File: src/assert_macros.svh
// Assertion macros shared by the decoder modules.
// Each macro takes a label, the clock, the active-low reset and the property terms.
`ifndef ASSERT_MACROS_SVH
`define ASSERT_MACROS_SVH
`ifndef NO_ASSERTIONS
`define ASSERT_ALWAYS(label, clk, rst_n, cond) \
    label: assert property (@(posedge clk) disable iff (!rst_n) (cond)) \
        else $error("invariant violated");
`define ASSERT_IMPLIES(label, clk, rst_n, ante, cons) \
    label: assert property (@(posedge clk) disable iff (!rst_n) (ante) |-> (cons)) \
        else $error("implication violated");
`define ASSERT_NEXT(label, clk, rst_n, ante, cons) \
    label: assert property (@(posedge clk) disable iff (!rst_n) (ante) |=> (cons)) \
        else $error("next-cycle implication violated");
`else
`define ASSERT_ALWAYS(label, clk, rst_n, cond)
`define ASSERT_IMPLIES(label, clk, rst_n, ante, cons)
`define ASSERT_NEXT(label, clk, rst_n, ante, cons)
`endif
`endif

File: src/uud_pkg.sv
package uud_pkg;

    localparam logic KIND_DATA   = 1'b0;
    localparam logic KIND_STATUS = 1'b1;

    localparam logic [2:0] ST_OK         = 3'd0;
    localparam logic [2:0] ST_END        = 3'd1;
    localparam logic [2:0] ST_BAD_FULL   = 3'd2;
    localparam logic [2:0] ST_BAD_FIRST  = 3'd3;
    localparam logic [2:0] ST_BAD_SECOND = 3'd4;
    localparam logic [2:0] ST_EMPTY      = 3'd5;

    typedef struct packed {
        logic       kind;
        logic [7:0] data_byte;
        logic [2:0] status;
        logic [5:0] byte_count;
        logic       last;
    } result_t;

    // Results produced by one accepted beat, in order; count is 0 to 3.
    typedef struct packed {
        logic [1:0]          count;
        result_t [2:0]       item;
    } emit_t;

    function automatic result_t data_result(logic [7:0] value, logic is_last);
        result_t r;
        r.kind       = KIND_DATA;
        r.data_byte  = value;
        r.status     = ST_OK;
        r.byte_count = 6'd0;
        r.last       = is_last;
        return r;
    endfunction

endpackage

File: src/uud_char_if.sv
interface uud_char_if;
    logic       valid;
    logic       ready;
    logic [7:0] char_in;
    logic       line_done;

    modport source
    (
        output valid,
        output char_in,
        output line_done,
        input  ready
    );

    modport sink
    (
        input  valid,
        input  char_in,
        input  line_done,
        output ready
    );
endinterface

File: src/uud_result_if.sv
interface uud_result_if;
    logic       valid;
    logic       ready;
    logic       kind;
    logic [7:0] data_byte;
    logic [2:0] status;
    logic [5:0] byte_count;
    logic       last;

    modport source
    (
        output valid,
        output kind,
        output data_byte,
        output status,
        output byte_count,
        output last,
        input  ready
    );

    modport sink
    (
        input  valid,
        input  kind,
        input  data_byte,
        input  status,
        input  byte_count,
        input  last,
        output ready
    );
endinterface

File: src/uud_result_fifo.sv
`include "assert_macros.svh"

module uud_result_fifo
    import uud_pkg::*;
#(
    parameter int unsigned DEPTH = 8
)
(
    input  logic    clk,
    input  logic    rst_n,
    input  emit_t   wr,
    output logic    space_ok,
    output logic    out_valid,
    output result_t out_data,
    input  logic    out_ready
);

    localparam int unsigned AW = $clog2(DEPTH);
    localparam int unsigned CW = $clog2(DEPTH + 1);

    result_t           mem_reg [DEPTH];
    logic [AW-1:0]     wr_ptr_reg;
    logic [AW-1:0]     wr_ptr_next;
    logic [AW-1:0]     rd_ptr_reg;
    logic [AW-1:0]     rd_ptr_next;
    logic [CW-1:0]     count_reg;
    logic [CW-1:0]     count_next;
    logic              pop;

    function automatic logic [AW-1:0] wrap_add(logic [AW-1:0] p, logic [1:0] k);
        logic [AW+1:0] s;
        s = {2'b00, p} + (AW + 2)'(k);
        if (s >= (AW + 2)'(DEPTH))
        begin
            s = s - (AW + 2)'(DEPTH);
        end
        return s[AW-1:0];
    endfunction

    assign pop       = out_valid && out_ready;
    assign out_valid = (count_reg != '0);
    assign out_data  = mem_reg[rd_ptr_reg];
    assign space_ok  = (count_reg <= CW'(DEPTH - 3));

    always_comb
    begin
        wr_ptr_next = wrap_add(wr_ptr_reg, wr.count);
        rd_ptr_next = pop ? wrap_add(rd_ptr_reg, 2'd1) : rd_ptr_reg;
        count_next  = count_reg + CW'(wr.count) - CW'(pop);
    end

    always_ff @(posedge clk)
    begin
        for (int k = 0; k < 3; k++)
        begin
            if (k < int'(wr.count))
            begin
                mem_reg[wrap_add(wr_ptr_reg, 2'(k))] <= wr.item[k];
            end
        end
    end

    always_ff @(posedge clk or negedge rst_n)
    begin
        if (!rst_n)
        begin
            wr_ptr_reg <= '0;
            rd_ptr_reg <= '0;
            count_reg  <= '0;
        end
        else
        begin
            wr_ptr_reg <= wr_ptr_next;
            rd_ptr_reg <= rd_ptr_next;
            count_reg  <= count_next;
        end
    end

    `ASSERT_ALWAYS(a_count_bound, clk, rst_n, count_reg <= CW'(DEPTH))
    `ASSERT_IMPLIES(a_write_has_room, clk, rst_n, wr.count != 2'd0, space_ok)
    `ASSERT_NEXT(a_pop_drains, clk, rst_n, pop && wr.count == 2'd0, count_reg == $past(count_reg) - CW'(1))

endmodule

File: src/uud_core.sv
`include "assert_macros.svh"

module uud_core
    import uud_pkg::*;
(
    input  logic       clk,
    input  logic       rst_n,
    input  logic       take,
    input  logic [7:0] char_in,
    input  logic       line_done,
    output emit_t      emit
);

    typedef enum logic [1:0]
    {
        PH_LENGTH = 2'd0,
        PH_BODY   = 2'd1,
        PH_SKIP   = 2'd2
    } phase_t;

    typedef enum logic [2:0]
    {
        EM_NONE   = 3'd0,
        EM_E      = 3'd1,
        EM_EN     = 3'd2,
        EM_END    = 3'd3,
        EM_END_CR = 3'd4,
        EM_END_LF = 3'd5,
        EM_FAIL   = 3'd6
    } end_match_t;

    localparam logic [7:0] CH_E  = 8'h65;
    localparam logic [7:0] CH_N  = 8'h6E;
    localparam logic [7:0] CH_D  = 8'h64;
    localparam logic [7:0] CH_LF = 8'h0A;
    localparam logic [7:0] CH_CR = 8'h0D;
    localparam logic [7:0] CH_LO = 8'h20;
    localparam logic [7:0] CH_HI = 8'h60;

    phase_t          phase_reg;
    phase_t          phase_next;
    end_match_t      end_reg;
    end_match_t      end_next;
    logic [5:0]      bytes_left_reg;
    logic [5:0]      bytes_left_next;
    logic [5:0]      line_length_reg;
    logic [5:0]      line_length_next;
    logic [1:0]      group_pos_reg;
    logic [1:0]      group_pos_next;
    logic [2:0][5:0] held_reg;
    logic [2:0][5:0] held_next;
    logic [2:0]      error_reg;
    logic [2:0]      error_next;

    logic [5:0]      sx;
    logic            char_ok;
    logic [2:0]      line_status;
    logic [5:0]      line_count;

    assign sx      = char_in[5:0] - 6'd32;
    assign char_ok = (char_in >= CH_LO) && (char_in <= CH_HI);

    always_comb
    begin
        line_count = 6'd0;
        if (end_reg == EM_END || end_reg == EM_END_LF)
        begin
            line_status = ST_END;
        end
        else if (phase_reg == PH_LENGTH)
        begin
            line_status = ST_EMPTY;
        end
        else if (error_reg != ST_OK)
        begin
            line_status = error_reg;
        end
        else if (bytes_left_reg >= 6'd3)
        begin
            line_status = ST_BAD_FULL;
        end
        else if (bytes_left_reg == 6'd2)
        begin
            line_status = (group_pos_reg >= 2'd2) ? ST_BAD_SECOND : ST_BAD_FIRST;
        end
        else if (bytes_left_reg == 6'd1)
        begin
            line_status = ST_BAD_FIRST;
        end
        else
        begin
            line_status = ST_OK;
            line_count  = line_length_reg;
        end
    end

    always_comb
    begin
        phase_next       = phase_reg;
        end_next         = end_reg;
        bytes_left_next  = bytes_left_reg;
        line_length_next = line_length_reg;
        group_pos_next   = group_pos_reg;
        held_next        = held_reg;
        error_next       = error_reg;
        emit             = '0;

        if (take && line_done)
        begin
            emit.count              = 2'd1;
            emit.item[0].kind       = KIND_STATUS;
            emit.item[0].data_byte  = 8'd0;
            emit.item[0].status     = line_status;
            emit.item[0].byte_count = line_count;
            emit.item[0].last       = 1'b1;
            phase_next       = PH_LENGTH;
            end_next         = EM_NONE;
            bytes_left_next  = 6'd0;
            line_length_next = 6'd0;
            group_pos_next   = 2'd0;
            held_next        = '0;
            error_next       = ST_OK;
        end
        else if (take)
        begin
            case (end_reg)
                EM_NONE:   end_next = (char_in == CH_E) ? EM_E : EM_FAIL;
                EM_E:      end_next = (char_in == CH_N) ? EM_EN : EM_FAIL;
                EM_EN:     end_next = (char_in == CH_D) ? EM_END : EM_FAIL;
                EM_END:    end_next = (char_in == CH_LF) ? EM_END_LF :
                                      (char_in == CH_CR) ? EM_END_CR : EM_FAIL;
                EM_END_CR: end_next = (char_in == CH_LF) ? EM_END_LF : EM_FAIL;
                default:   end_next = EM_FAIL;
            endcase

            case (phase_reg)
                PH_LENGTH:
                begin
                    line_length_next = sx;
                    bytes_left_next  = sx;
                    group_pos_next   = 2'd0;
                    phase_next       = (sx == 6'd0) ? PH_SKIP : PH_BODY;
                end
                PH_BODY:
                begin
                    if (bytes_left_reg >= 6'd3)
                    begin
                        if (!char_ok)
                        begin
                            error_next = ST_BAD_FULL;
                            phase_next = PH_SKIP;
                        end
                        else if (group_pos_reg != 2'd3)
                        begin
                            held_next[group_pos_reg] = sx;
                            group_pos_next           = group_pos_reg + 2'd1;
                        end
                        else
                        begin
                            emit.count   = 2'd3;
                            emit.item[0] = data_result({held_reg[0], held_reg[1][5:4]}, 1'b0);
                            emit.item[1] = data_result({held_reg[1][3:0], held_reg[2][5:2]},
                                                       1'b0);
                            emit.item[2] = data_result({held_reg[2][1:0], sx}, 1'b1);
                            group_pos_next  = 2'd0;
                            bytes_left_next = bytes_left_reg - 6'd3;
                        end
                    end
                    else if (group_pos_reg < 2'd2)
                    begin
                        if (!char_ok)
                        begin
                            error_next = ST_BAD_FIRST;
                            phase_next = PH_SKIP;
                        end
                        else
                        begin
                            held_next[group_pos_reg] = sx;
                            group_pos_next           = group_pos_reg + 2'd1;
                            if (group_pos_reg == 2'd1)
                            begin
                                emit.count      = 2'd1;
                                emit.item[0]    = data_result({held_reg[0], sx[5:4]}, 1'b1);
                                bytes_left_next = bytes_left_reg - 6'd1;
                            end
                        end
                    end
                    else
                    begin
                        if (!char_ok)
                        begin
                            error_next = ST_BAD_SECOND;
                            phase_next = PH_SKIP;
                        end
                        else
                        begin
                            emit.count      = 2'd1;
                            emit.item[0]    = data_result({held_reg[1][3:0], sx[5:2]}, 1'b1);
                            group_pos_next  = 2'd3;
                            bytes_left_next = bytes_left_reg - 6'd1;
                        end
                    end
                    if (bytes_left_next == 6'd0)
                    begin
                        phase_next = PH_SKIP;
                    end
                end
                default:
                begin
                end
            endcase
        end
    end

    always_ff @(posedge clk or negedge rst_n)
    begin
        if (!rst_n)
        begin
            phase_reg       <= PH_LENGTH;
            end_reg         <= EM_NONE;
            bytes_left_reg  <= 6'd0;
            line_length_reg <= 6'd0;
            group_pos_reg   <= 2'd0;
            held_reg        <= '0;
            error_reg       <= ST_OK;
        end
        else
        begin
            phase_reg       <= phase_next;
            end_reg         <= end_next;
            bytes_left_reg  <= bytes_left_next;
            line_length_reg <= line_length_next;
            group_pos_reg   <= group_pos_next;
            held_reg        <= held_next;
            error_reg       <= error_next;
        end
    end

    `ASSERT_ALWAYS(a_left_within_length, clk, rst_n, bytes_left_reg <= line_length_reg)
    `ASSERT_NEXT(a_line_restart, clk, rst_n, take && line_done, phase_reg == PH_LENGTH && bytes_left_reg == 6'd0 && error_reg == ST_OK)
    `ASSERT_IMPLIES(a_status_alone, clk, rst_n, emit.count != 2'd0 && emit.item[0].kind == KIND_STATUS, emit.count == 2'd1)

endmodule

File: src/uudecode_line_decoder.sv
// Channel   Dir   Payload                                       Beat
// chars     in    char_in[7:0], line_done                       one character or end of line
// results   out   kind, data_byte[7:0], status[2:0],            one decoded byte or line status
//                 byte_count[5:0], last
//
// One character is accepted per cycle while the result buffer has room for three results.
// A beat's results are visible from the next cycle and leave one per cycle while results.ready is high.
// A full group of four characters queues three bytes at once; the buffer depth sets how
// long the output may stall before chars.ready drops.
// Reset clears the line state and empties the result buffer.
module uudecode_line_decoder
    import uud_pkg::*;
#(
    parameter int unsigned FIFO_DEPTH = 8
)
(
    input  logic          clk,
    input  logic          rst_n,
    uud_char_if.sink      chars,
    uud_result_if.source  results
);

    logic    take;
    logic    space_ok;
    emit_t   emit;
    result_t head;

    assign chars.ready = space_ok;
    assign take        = chars.valid && space_ok;

    uud_core u_core
    (
        .clk       (clk),
        .rst_n     (rst_n),
        .take      (take),
        .char_in   (chars.char_in),
        .line_done (chars.line_done),
        .emit      (emit)
    );

    uud_result_fifo #(
        .DEPTH (FIFO_DEPTH)
    ) u_fifo
    (
        .clk       (clk),
        .rst_n     (rst_n),
        .wr        (emit),
        .space_ok  (space_ok),
        .out_valid (results.valid),
        .out_data  (head),
        .out_ready (results.ready)
    );

    assign results.kind       = head.kind;
    assign results.data_byte  = head.data_byte;
    assign results.status     = head.status;
    assign results.byte_count = head.byte_count;
    assign results.last       = head.last;

endmodule
File: src/flat_wrapper.sv
// flat-port wrapper written by rule: the top's interface ports become plain ports
module uudecode_line_decoder_flat import uud_pkg::*;
#(
    parameter int unsigned FIFO_DEPTH = 8
)
  (clk, rst_n, chars_valid, chars_char_in, chars_line_done, chars_ready, results_valid, results_kind, results_data_byte, results_status, results_byte_count, results_last, results_ready);
  uud_char_if chars_i ();
  uud_result_if results_i ();
  input  logic clk;
  input  logic rst_n;
  input wire logic [$bits(chars_i.valid)-1:0] chars_valid;
  input wire logic [$bits(chars_i.char_in)-1:0] chars_char_in;
  input wire logic [$bits(chars_i.line_done)-1:0] chars_line_done;
  output wire logic [$bits(chars_i.ready)-1:0] chars_ready;
  output wire logic [$bits(results_i.valid)-1:0] results_valid;
  output wire logic [$bits(results_i.kind)-1:0] results_kind;
  output wire logic [$bits(results_i.data_byte)-1:0] results_data_byte;
  output wire logic [$bits(results_i.status)-1:0] results_status;
  output wire logic [$bits(results_i.byte_count)-1:0] results_byte_count;
  output wire logic [$bits(results_i.last)-1:0] results_last;
  input wire logic [$bits(results_i.ready)-1:0] results_ready;
  assign chars_i.valid = chars_valid;
  assign chars_i.char_in = chars_char_in;
  assign chars_i.line_done = chars_line_done;
  assign chars_ready = chars_i.ready;
  assign results_valid = results_i.valid;
  assign results_kind = results_i.kind;
  assign results_data_byte = results_i.data_byte;
  assign results_status = results_i.status;
  assign results_byte_count = results_i.byte_count;
  assign results_last = results_i.last;
  assign results_i.ready = results_ready;
  uudecode_line_decoder #(.FIFO_DEPTH(FIFO_DEPTH)) u_core (.clk(clk), .rst_n(rst_n), .chars(chars_i), .results(results_i));
endmodule
File: config.mk
export PLATFORM = sky130hd
export DESIGN_NAME = uudecode_line_decoder_flat
export DESIGN_NICKNAME = d
export VERILOG_FILES = /design/src/uud_pkg.sv /design/src/uud_char_if.sv /design/src/uud_result_if.sv /design/src/uud_result_fifo.sv /design/src/uud_core.sv /design/src/uudecode_line_decoder.sv /design/src/flat_wrapper.sv
export VERILOG_INCLUDE_DIRS = /design/src /design/src/src
export SDC_FILE = /design/constraint.sdc
export NUM_CORES = 1
export LEC_CHECK = 0
export BUFFER_PORTS_ARGS = -buffer_cell sky130_fd_sc_hd__buf_2
export CAP_MARGIN = 25
export CORE_MARGIN = 2
export CORE_UTILIZATION = 53
export CTS_BUF_LIST = sky130_fd_sc_hd__clkbuf_4 sky130_fd_sc_hd__clkbuf_8 sky130_fd_sc_hd__clkbuf_16
export CTS_CLUSTER_DIAMETER = 120
export DETAILED_ROUTE_END_ITERATION = 12
export GPL_ROUTABILITY_DRIVEN = 0
export MAX_ROUTING_LAYER = met4
export PLACE_DENSITY = 0.73
export SKIP_CTS_REPAIR_TIMING = 1
export SYNTH_ARGS = -nofsm -noshare
export SYNTH_HDL_FRONTEND = slang
export SYNTH_HIERARCHICAL = 1
export SYNTH_SLANG_ARGS = --single-unit
File: constraint.sdc
create_clock -name clk -period 4.35 [get_ports clk]
set_input_delay 1.0875 -clock clk [delete_from_list [all_inputs] [get_ports clk]]
set_output_delay 1.0875 -clock clk [all_outputs]
set_load 0.01 [all_outputs]
; ---- Word-level counts from Yosys, hierarchy flattened
; Memory sizes are Yosys's and may differ from the RTL's.
; Index checks and enable logic that the tools add are counted.
[word_totals]
input_bits = 13
mem_bits_rw = 152
register_bits = 50
latchBits = 0
wordCells = 192
rom_bits = 0
mem_count = 1
[memory_table]
columns = name, depth, width, rd, rd_clocked_by_memory_dff, write_ports, line_no
row1 = u_core.u_fifo.mem_reg, 8, 19, 1, 0, 3, uud_result_fifo.sv:21  ; result_t mem_reg [DEPTH];
[op_classes]
div = 0
n_lt_le_gt_ge = 16
n_reduce_logical = 23
n_eq_ne = 21
bitwise_logic = 0
n_mux = 104
shifts = 0
addsub = 15
mul = 0
[ops]
columns = cell, n
row1 = $mux 59, 4
row2 = $mux 18, 11
row3 = $mux 6, 22
row4 = $mux 3, 27
row5 = $mux 38, 2
row6 = $mux 19, 3
row7 = $mux 2, 20
row8 = $eq 8x7->1 const B, 3
row9 = $bwmux 18, 1
row10 = $eq 8x4->1 const B, 2
row11 = $ge 4x4->1 const B, 4
row12 = $pmux 3 s5, 1
row13 = $sub 3x1->3 const B, 5
row14 = $demux 6 s2, 1
row15 = $logic_not 6->1, 2
row16 = $pmux 6 s2, 1
row17 = $mux 1, 9
row18 = $reduce_and 3->1, 3
row19 = $reduce_bool 3->1, 3
row20 = $add 3x1->4 const B, 2
row21 = $ge 8x6->1 const B, 1
row22 = $le 8x7->1 const B, 1
row23 = $pmux 2 s2, 2
row24 = $eq 3x2->1 const B, 2
row25 = other kinds (36), 47

; ---- Logic depth before layout (Yosys ltp)
[logic_depth]
ltp_word = 13
mapped_depth = 20

; ---- Hierarchy
; The synthesis kept the hierarchy.
[by_module_without_submodules]
columns = mod, n_inst, seq_area_each_um2, cells_per_inst, area_per_inst_um2
row1 = uud_result_fifo, 1, 4814.6, 1132, 10954.3
row2 = uud_core, 1, 1001.0, 355, 2915.3
row3 = uudecode_line_decoder, 1, 0.0, 1, 6.3

; ---- Least setup slack after synthesis
; OpenSTA, ideal clock, no wires.
[synth_timing]
path_type = input-to-reg
startpoint = input port chars_char_in[0]
endpoint = memory u_core/u_fifo/mem_reg[3][0] (netlist bit) (enable)
t_arrival_ps = 4555
setup_slack_ps = -607
setup_ps = 402
path_buffers = 5
path_stages = 12
path_cell_list = o311a_1 nor4_1 clkbuf_1 nand2_1 nor2_1 clkbuf_1 buf_4 buf_4 clkbuf_1 a21o_1 o21ai_0 o22ai_1
[synth_rtl]
columns = element, line_no
row1 = from (decl), flat_wrapper.sv:12  ; input wire logic [$bits(chars_i.char_in)-1:0] chars_char_in;
row2 = to (decl), uud_result_fifo.sv:21

==> flow_summary.ini <==
[pwr]
ir_worst_vdd_v = 0.000573
comb_power_share = 0.461
swShare = 0.431
finalPower_mw = 8.93
p_int_mw = 5.08
p_leak_nw = 5.31
power_density_mw_per_mm2 = 587
clockPowerShare = 0.243
switchingPower_mw = 3.85
pwr-share-seq = 0.296

[cts]
clk_pin_slew_ns = 0.06
insertion_delay_ns = 0.53
clockRootBuffer = clkbuf_16
cts_tree = built
clockBufferDepth = 3
htreeDepth = 1
numCtsBuffers = 23
cts_sinks = 202

[synth]
synthMuxAreaShare = 0.0808
synth_top_family_by_area = simple AND/OR/NAND/NOR gates
synth_area_leaders = edfxtp_1 (33%), dfrtp_1 (9.0%), a31oi_1 (7.0%)
synth_fa_ha_area_frac = 0.0200
synth_compound_area_frac = 0.187
synth_common_cells = nand2_1 (196), nor3_1 (161), a31oi_1 (155)
synth_ff_type = edfxtp_1
synthCells = 1488
ys_ff_latch = 202
yosys.cell_count.top_type = nand2_1
synth_xor_area_frac = 0.00613
synth.largest_area_cell = edfxtp_1
synth_simple_gate_area_frac = 0.211
async_flop_share = 0.248
postSynthAreaPerCell_um2 = 9.33
synth_top_area_share = 0.329
ys.warnings.count = 6
synth.distinct_cells = 74
synth_edf_count = 152
ys_seq_area_frac = 0.419
synth_area_mm2 = 0.0139

[floorplanning]
ios = 34
initial_utilization = 0.536
rows = 59
die_area_mm2 = 0.0275
core_mm2 = 0.0259
dieWidth_um = 166
die_y_um = 166

[sta]
fmax_mhz = 254
min_period_ns = 3.94
maxSlewViolCount = 0
period_share = 0.906
tns_ns = 0
hold_viol_final = 0
rsz0062_at_grt = false
max_slew_margin = 0.430
setup_viol = 0
skew_ns = 0.0213
tightest_slew_ns = 0.847

[route]
viasPerCell = 7.02
dr.first_iter.drc_count = 1962
postRouteAntennaNets = 0
wl_per_cell_um = 24.2
remaining_drc_errors = 0
routed-via-count = 12551
firstDrtPassIters = 6
postRouteWirelength_um = 43300

[setup_path]
cp.required_ns = 4.72
cp.arrival_ns = 4.31
endpoint_kind = flop
crit_type = reg -> reg
critPathMaxFanout = 61
critPathLaunchType = flop

[cells_and_area]
diodes = 0
drive_above_1_share = 0.162
area_growth_pct = 9.64
fin_nets = 1470
fin_util = 0.587
largest_reg_flops = 152

[grt]
grt_overflow = 0
track_usage = 0.317
grt_max_degree = 157
grt_pass1_vias = 11754
grt_antenna_before_repair = 0
grt_pass1_wl_um = 67600

[place]
port_buffers = 33
post-dp-hpwl_um = 26200

[run_status]
outcome = completed

[job]
drv_cap = 0

[min_path]
hold_path.class = reg -> reg
==> through the flow <==
stage	std cells	instance area, µm²	hold slack [ns]	setup slack [ns]
6_report	1788	15200	0.470	0.410
4_1_cts	1788	15200	0.477	0.522
2_1_floorplan	1508	14000	0.440	0.0398
3_5_place_dp	1746	14400	0.463	0.261
5_1_grt	1788	15200	0.501	0.192
3_3_place_gp	1746	14400	0.452	0.346
==> final cells by class <==
type | count | area, µm²
Tap cell | 335 | 419
Clock buffer | 35 | 738
Inverter | 28 | 105
Timing Repair Buffer | 102 | 821
Sequential cell | 202 | 5820
Clock inverter | 7 | 118
Multi-Input combinational cell | 1079 | 7190
Fill cell | 2133 | 10700
==> layer usage <==
metal	up-vias	global-route usage	part of all wire	wire length [µm]
li1	5524	-	-	-
met3	220	0.0489	0.12	5340
met5	-	-	0	0
met2	984	0.490	0.45	19600
met4	0	0.147	0.055	2380
met1	5823	0.415	0.37	16000
==> final timing paths <==
check	from	end	slack [ns]	cells after the start
setup / recovery	u_core/u_core/group_pos_reg[1]	u_core/u_fifo/mem_reg[7][17]	0.41	12
hold / removal	u_core/u_core/line_length_reg[5]	u_core/u_core/line_length_reg[5]	0.47	2
setup reg to reg	u_core/u_core/group_pos_reg[1]	u_core/u_fifo/mem_reg[7][17]	0.41	12
hold reg to reg	u_core/u_core/line_length_reg[5]	u_core/u_core/line_length_reg[5]	0.47	2
max in group asynchronous	rst_n	u_core/u_core/bytes_left_reg[5]	3.02	2
min in group asynchronous	rst_n	u_core/u_core/held_reg[5]	0.55	1
==> critical path, stage by stage, from the launching register on <==
cell	delay [ns]
dfrtp_1	0.49
inv_1	0.25
ha_1	0.35
nor2_1	0.15
nor3_1	0.55
nand2_1	0.10
o21ai_0	0.27
a41o_1	0.28
nand3b_1	0.19
buf_4	0.39
or2_1	0.30
buf_4	0.24
a31oi_1	0.21
==> power by group through the flow <==
stage	logic [mW]	clock network, mW	registers [mW]
floorplan	3.12	0	2.48
global placement	3.94	0	2.66
detailed placement	3.99	0	2.68
CTS	4.01	2.18	2.63
global route	4.36	2.24	2.68
finish	4.12	2.17	2.64
==> cells by family after synthesis <==
family	count (synthesis)
flops	202
compound gates	426
simple gates	541
buf+inv	227
xor+xnor	8
other cells	1
mux	62
fa+ha+maj	21
==> placed cells by master, fill, tap and decap left out, types with 25 or more instances in the layout <==
master,instances
a31oi_1,155
and4b_1,38
buf_2,33
buf_4,58
clkbuf_16,25
dfrtp_1,47
edfxtp_1,152
inv_1,27
mux4_2,38
nand2_1,196
nor2_1,26
nor3_1,161
o21ai_0,149
o21ai_1,28
Note: power is estimated with default switching activity, not from simulation.
